===== config.mk =====
export PLATFORM = sky130hd
export DESIGN_NAME = ppws_queue
export DESIGN_NICKNAME = d
export VERILOG_FILES = /design/src/hdl/ppws_pkg.sv /design/src/hdl/ppws_queue.sv
export SDC_FILE = /design/constraint.sdc
export NUM_CORES = 1
export LEC_CHECK = 0
export BUFFER_PORTS_ARGS = -buffer_cell sky130_fd_sc_hd__buf_2
export CORE_AREA = 2 2 99 101
export CTS_BUF_LIST = sky130_fd_sc_hd__clkbuf_8
export DETAILED_ROUTE_END_ITERATION = 8
export DIE_AREA = 0 0 101 103
export PLACE_DENSITY_LB_ADDON = 0.3
export SYNTH_ARGS = -nofsm -noshare
export SYNTH_HDL_FRONTEND = slang
export SYNTH_SLANG_ARGS = --single-unit

===== constraint.sdc =====
create_clock -name clk -period 6.05 [get_ports clk]
set_input_delay 1.21 -clock clk [delete_from_list [all_inputs] [get_ports clk]]
set_output_delay 1.21 -clock clk [all_outputs]
set_load 0.03 [all_outputs]

===== src/hdl/ppws_pkg.sv =====
// ---------------------------------------------------------------------------
// ppws_pkg
// Shared constants, queue entry type and depth helpers for the pixel store.
// ---------------------------------------------------------------------------
package ppws_pkg;

  // Geometry of the store
  localparam int COORD_BITS   = 12;
  localparam int BUFFER_BYTES = 65536;
  localparam int ADDR_BITS    = $clog2(BUFFER_BYTES);

  // Field widths
  localparam int DEPTH_BITS   = 3;
  localparam int VALUE_BITS   = 32;
  localparam int STATUS_BITS  = 2;
  localparam int LANE_BITS    = 2;
  localparam int SHIFT_BITS   = 3;

  // Index arithmetic widths
  localparam int BF_BITS      = COORD_BITS + 2;
  localparam int ROW_BITS     = COORD_BITS + 3;
  localparam int PROD_BITS    = ROW_BITS + COORD_BITS;
  localparam int IDX_BITS     = (PROD_BITS + 1 > ADDR_BITS + 1) ? PROD_BITS + 1 : ADDR_BITS + 1;

  // Stream widths, rounded up to whole bytes
  localparam int S_TDATA_BITS = ((2 * COORD_BITS + VALUE_BITS + 7) / 8) * 8;
  localparam int M_TDATA_BITS = ((VALUE_BITS + STATUS_BITS + 7) / 8) * 8;
  localparam int M_PAD_BITS   = M_TDATA_BITS - VALUE_BITS - STATUS_BITS;

  // Configuration port
  localparam int CFG_INDEX_BITS = 3;
  localparam int CFG_DATA_BITS  = (COORD_BITS > DEPTH_BITS) ? COORD_BITS : DEPTH_BITS;

  localparam logic [CFG_INDEX_BITS-1:0] REG_DEPTH  = 3'd0;
  localparam logic [CFG_INDEX_BITS-1:0] REG_LEFT   = 3'd1;
  localparam logic [CFG_INDEX_BITS-1:0] REG_TOP    = 3'd2;
  localparam logic [CFG_INDEX_BITS-1:0] REG_RIGHT  = 3'd3;
  localparam logic [CFG_INDEX_BITS-1:0] REG_BOTTOM = 3'd4;

  // Depth codes
  localparam logic [DEPTH_BITS-1:0] DEPTH_1  = 3'd0;
  localparam logic [DEPTH_BITS-1:0] DEPTH_2  = 3'd1;
  localparam logic [DEPTH_BITS-1:0] DEPTH_4  = 3'd2;
  localparam logic [DEPTH_BITS-1:0] DEPTH_8  = 3'd3;
  localparam logic [DEPTH_BITS-1:0] DEPTH_16 = 3'd4;
  localparam logic [DEPTH_BITS-1:0] DEPTH_24 = 3'd5;
  localparam logic [DEPTH_BITS-1:0] DEPTH_32 = 3'd6;

  // Commands and status codes
  localparam logic CMD_READ  = 1'b0;
  localparam logic CMD_WRITE = 1'b1;

  localparam logic [STATUS_BITS-1:0] ST_DONE    = 2'd0;
  localparam logic [STATUS_BITS-1:0] ST_OUTSIDE = 2'd1;
  localparam logic [STATUS_BITS-1:0] ST_BEYOND  = 2'd2;

  // Queue between front and back
  localparam int QUEUE_DEPTH = 2;
  localparam int QPTR_BITS   = (QUEUE_DEPTH > 1) ? $clog2(QUEUE_DEPTH) : 1;
  localparam int QCNT_BITS   = $clog2(QUEUE_DEPTH + 1);

  // One classified access, ready for the memory side
  typedef struct packed {
    logic                   write;
    logic [STATUS_BITS-1:0] status;
    logic [ADDR_BITS-1:0]   addr;
    logic [LANE_BITS-1:0]   last_lane;
    logic                   sub;
    logic [SHIFT_BITS-1:0]  shift;
    logic [7:0]             mask;
    logic [VALUE_BITS-1:0]  value;
  } ppws_entry_t;

  // floor(x * bpp / 8) for the given depth code
  function automatic logic [BF_BITS-1:0] byte_floor(input logic [COORD_BITS-1:0] x,
                                                    input logic [DEPTH_BITS-1:0] code);
    logic [BF_BITS-1:0] xe;
    xe = BF_BITS'(x);
    unique case (code)
      DEPTH_1:  byte_floor = xe >> 3;
      DEPTH_2:  byte_floor = xe >> 2;
      DEPTH_4:  byte_floor = xe >> 1;
      DEPTH_8:  byte_floor = xe;
      DEPTH_16: byte_floor = xe << 1;
      DEPTH_24: byte_floor = (xe << 1) + xe;
      default:  byte_floor = xe << 2;
    endcase
  endfunction

  // Bytes per pixel minus one
  function automatic logic [LANE_BITS-1:0] last_lane_of(input logic [DEPTH_BITS-1:0] code);
    unique case (code)
      DEPTH_16: last_lane_of = 2'd1;
      DEPTH_24: last_lane_of = 2'd2;
      DEPTH_1, DEPTH_2, DEPTH_4, DEPTH_8: last_lane_of = 2'd0;
      default:  last_lane_of = 2'd3;
    endcase
  endfunction

  // Bit position of a sub-byte pixel, packed MSB first
  function automatic logic [SHIFT_BITS-1:0] sub_shift(input logic [2:0] xl,
                                                      input logic [DEPTH_BITS-1:0] code);
    unique case (code)
      DEPTH_1: sub_shift = 3'd7 - xl;
      DEPTH_2: sub_shift = {2'd3 - xl[1:0], 1'b0};
      DEPTH_4: sub_shift = xl[0] ? 3'd0 : 3'd4;
      default: sub_shift = 3'd0;
    endcase
  endfunction

  // Value mask of a sub-byte pixel
  function automatic logic [7:0] sub_mask(input logic [DEPTH_BITS-1:0] code);
    unique case (code)
      DEPTH_1: sub_mask = 8'h01;
      DEPTH_2: sub_mask = 8'h03;
      DEPTH_4: sub_mask = 8'h0F;
      default: sub_mask = 8'hFF;
    endcase
  endfunction

endpackage


===== src/hdl/ppws_queue.sv =====
// ---------------------------------------------------------------------------
// ppws_queue
// Short FIFO of classified accesses between the front and the back.
// ---------------------------------------------------------------------------
module ppws_queue (
  input  logic                  clk,
  input  logic                  rst,
  input  logic                  push,
  input  ppws_pkg::ppws_entry_t push_entry,
  output logic                  full,
  input  logic                  pop,
  output logic                  head_valid,
  output ppws_pkg::ppws_entry_t head
);
  import ppws_pkg::*;

  ppws_entry_t          slots [QUEUE_DEPTH];
  logic [QPTR_BITS-1:0] wr_ptr;
  logic [QPTR_BITS-1:0] rd_ptr;
  logic [QCNT_BITS-1:0] count;

  assign full       = (count == QCNT_BITS'(QUEUE_DEPTH));
  assign head_valid = (count != '0);
  assign head       = slots[rd_ptr];

  function automatic logic [QPTR_BITS-1:0] bump(input logic [QPTR_BITS-1:0] p);
    bump = (p == QPTR_BITS'(QUEUE_DEPTH - 1)) ? '0 : p + QPTR_BITS'(1);
  endfunction

  // Advance pointers and occupancy
  always_ff @(posedge clk) begin
    if (rst) begin
      wr_ptr <= '0;
      rd_ptr <= '0;
      count  <= '0;
    end else begin
      if (push) begin
        wr_ptr <= bump(wr_ptr);
      end
      if (pop) begin
        rd_ptr <= bump(rd_ptr);
      end
      if (push && !pop) begin
        count <= count + QCNT_BITS'(1);
      end else if (pop && !push) begin
        count <= count - QCNT_BITS'(1);
      end
    end
  end

  // Store the entry
  always_ff @(posedge clk) begin
    if (push) begin
      slots[wr_ptr] <= push_entry;
    end
  end

endmodule


# After elaboration in Yosys (flattened, before gate mapping)
# Memories as Yosys holds them, arrays and structs flattened. A register that Yosys moved wholly into a read port is not among the register bits.
# Cells that the tools add are included.
[totals]
reg_bits = 4
latch_bits = 0
ram_bits = 130
mem_bits_ro = 0
out_inout_bits = 67
memories = 1
[op_classes]
n_addsub = 4
n_mul = 0
div = 0
magnitude_cmp = 0
n_eq_ne = 1
shift = 0
mux = 8
bitwise = 0
reduce_logical = 6
[memory_table]
columns = ["name", "depth", "word_bits", "read_ports", "rd_ports_with_merged_regs", "write_ports", "line_no", "source"]
rows = [
  ["slots", 2, 65, 1, 1, 1, "ppws_queue.sv:17", "ppws_entry_t slots [QUEUE_DEPTH];"],
]
[op_table]
columns = ["op", "n"]
rows = [
  ["two-way mux 1 bit", 6],
  ["two-way mux 2 bit", 2],
  ["nonzero test 2 bit", 2],
  ["adder 1 bit (second input constant)", 2],
  ["adder 2 x 1 -> 2 bit (second input constant)", 1],
  ["== test 2 bit (second input constant)", 1],
  ["logical AND 1 bit", 2],
  ["logical NOT 1 bit", 2],
  ["subtractor 2 x 1 -> 2 bit (second input constant)", 1],
]

# Longest topological paths before layout
[depth]
ltp_word = 4
depth_mapped = 5

# Worst setup path before layout
# OpenSTA, ideal clock, no wires.
[synth_timing]
path_type = "in2reg"
from = "input port push"
to = "memory slots[0][0] (netlist bit), enable pin"
setup_time_ns = 0.496
arrival_time_ns = 4.067
t_required_ns = 5.554
slack_ns = 1.487
cell_stages = 1
path_buffers = 0
path_cell_list = "nor2b_1"
[synth_between]
elab_chain_len = 2
[synth_rtl]
columns = ["element", "line_no", "source"]
rows = [
  ["start, declared", "ppws_queue.sv:8", "input logic push,"],
  ["two-way mux 1 bit", "ppws_queue.sv:53", "if (push) begin"],
  ["two-way mux 1 bit (implied by the code)", "ppws_queue.sv:54", "slots[wr_ptr] <= push_entry;"],
  ["end, declared", "ppws_queue.sv:17", ""],
]
# Every way passes these cells.

==> results by group <==
Outcome
  – Outcome: complete, no violations

STA
  – Worst Skew: 10.4 ps
  – Final worst path period need: 3550 ps
  – Finish-stage setup viols: 0
  – Hold Fails Final Rpt: 0
  – Final slew viol count: 0
  – Slew @ Worst Pin: 954 ps
  – Max-Slew Margin vs Limit: 36.3%
  – RSZ-0062 raised after global routing: no
  – Final period util: 58.7%
  – FMAX: 281 MHz
  – WHS: 527 ps
  – TNS Setup: 0 ps

Synth
  – Xor/xnor cell area share of the yosys netlist: 0.713%
  – Synth Area in Simple Gates: 0.993%
  – Synth cell types: 18
  – Area share of fa/ha/maj cells after synthesis: 0.255%
  – Post-synthesis mux area share: 14.9%
  – Complex-gate fraction of the synthesized area: 0.204%
  – Cells after Synth: 224
  – Register bit total from synthesis: 135
  – Largest family of logic cells by synthesized area: multiplexers
  – Syn nets: 294
  – Cell area after synthesis: 4910 um2
  – Synth Warn #: 0
  – Avg Synthesized Cell Area: 21.9 um2
  – Seq/Total Area, Yosys: 81.5%

GRT
  – Initial antenna violation count: 1
  – First-pass GRT wire length: 12000 um
  – Largest net degree at the start of global routing: 39
  – Vias in the first global route: 2515
  – GRT overflow: 0
  – Total GRT Usage: 16.0%

Drt
  – Detailed-route DRC error count: 0
  – WL/cell: 16.6 um
  – Drt first pass iters: 4
  – Vias: 2503
  – DRT iter0 DRCs: 67
  – Routed Antenna Nets: 0
  – Vias/cell: 5.00
  – Drt total wl: 8320 um

Job
  – Number of max-cap violations: 0

Floorplan
  – Die height: 103 um
  – Die area: 10400 um2
  – Core Area: 9460 um2
  – Die width: 101 um
  – # rows: 36
  – Starting Density: 52.0%
  – Num ports: 136

Setup path
  – Setup crit start kind: register
  – CP endpoint kind: primary output
  – Crit Path Class: reg2out
  – CP arrival: 2340 ps
  – Largest fanout on the critical path: 38
  – Crit path required time: 4840 ps

Clock network
  – Max H-tree Level: 4
  – Postcts setup bufs: 0
  – Worst-path clk slew: 80 ps
  – Post-CTS Hold Fix Bufs: 0
  – TritonCTS Sinks: 135
  – Root buf cell: clkbuf_8
  – CTS max path bufs: 2
  – Clk Latency, worst-skew pair: 430 ps
  – CTS tree: yes
  – CTS Buf Count: 17
  – PostCTS Resize Cnt: 0

Final layout
  – Commonest cells after routing, fill and taps aside: buf_2, edfxtp_1, mux2_2
  – Proportion of layout cells with a drive suffix above 1: 61.5%
  – # diodes: 0
  – Layout Nets: 444
  – P&R area growth vs syn: 24.2%
  – Most common cell after layout, fill and taps aside: buf_2
  – Fillers: 705
  – Core Util, Final: 64.5%

Place
  – PortBufs: 135
  – Final HPWL DP: 5400 um
  – GP Congestion: 0.668

Hold path
  – Worst Hold Class: reg2reg

Power and ir drop
  – Final Power: 2.14 mW
  – VDD IR max: 0.169 mV
  – Leakage: 2.32 nW
  – PD cells: 351 nW/um2
## cells by family after synthesis
logic type / Yosys count
multiplexers: 65
XOR/XNOR: 4
AND/OR/NAND/NOR: 9
flip-flops: 135
AO/OA/AOI/OAI: 2
buffers and inverters: 8
adder cells (fa/ha/maj): 1
## worst paths after layout
path,from,slack (ps),depth (start not counted),to
setup reg to reg,wr_ptr,4020,2,slots[0][31]
hold / removal,count[1],530,2,count[1]
hold reg to reg,count[1],530,2,count[1]
setup / recovery,register,2500,3,head[10]
## where the power goes
group	internal, mW	switching, mW	total (mW)
clock	0.415	0.329	0.744
combinational	0.105	0.185	0.290
sequential	1.09	0.0211	1.11
## synth_stat cells
master,n,share of area (%)
a21oi_1,1,0.10
and2_1,1,0.13
and2b_2,1,0.18
buf_2,1,0.10
buf_4,1,0.15
buf_6,5,1.1
dfxtp_1,5,2.0
edfxtp_1,130,79
ha_1,1,0.25
inv_1,1,0.076
mux2_2,65,15
nor2_1,4,0.31
nor2b_1,1,0.13
o21ai_0,1,0.10
or2_2,1,0.13
or3_1,1,0.13
xnor2_1,2,0.36
xor2_1,2,0.36
## stage by stage
stage                     cells  worst slack [ps]  area (um2)
after global routing        501              2320        6100
after CTS                   501              2400        6100
final                       501              2500        6100
after global placement      469              2910        5700
after detailed placement    469              2910        5700
after floorplan             224              1490        4910
## flip-flops by register name (all words and copies together), names as in the netlist, named ones only
signal  count
count       2
rd_ptr      1
wr_ptr      1
slots     130
## area by class of cell
| type | count | area, um2 | share of cell area (%) |
|---|---|---|---|
| multi-input cells | 81 | 847 | 13.9 |
| flip-flops and latches | 135 | 4010 | 65.6 |
| inverters | 1 | 3.75 | 0.0615 |
| well taps | 114 | 143 | 2.34 |
| clock buffers | 18 | 248 | 4.06 |
| clock inverters | 14 | 160 | 2.62 |
| repair buffers | 138 | 698 | 11.4 |
## metal layers
metal  wire, um  track usage (%)  vias to the layer above
li1           -                -                     1180
met1       3410             18.3                     1214
met4        135             7.80                        2
met3        549             7.05                       12
met2       4210             26.2                       95
met5         13                0                        -
## critical path: stages (launching register included)
cell and delay [ps]:
dfxtp_2 770, buf_4 530, mux2_2 410, buf_2 180
No activity file was read; power rests on OpenSTA's default activity.
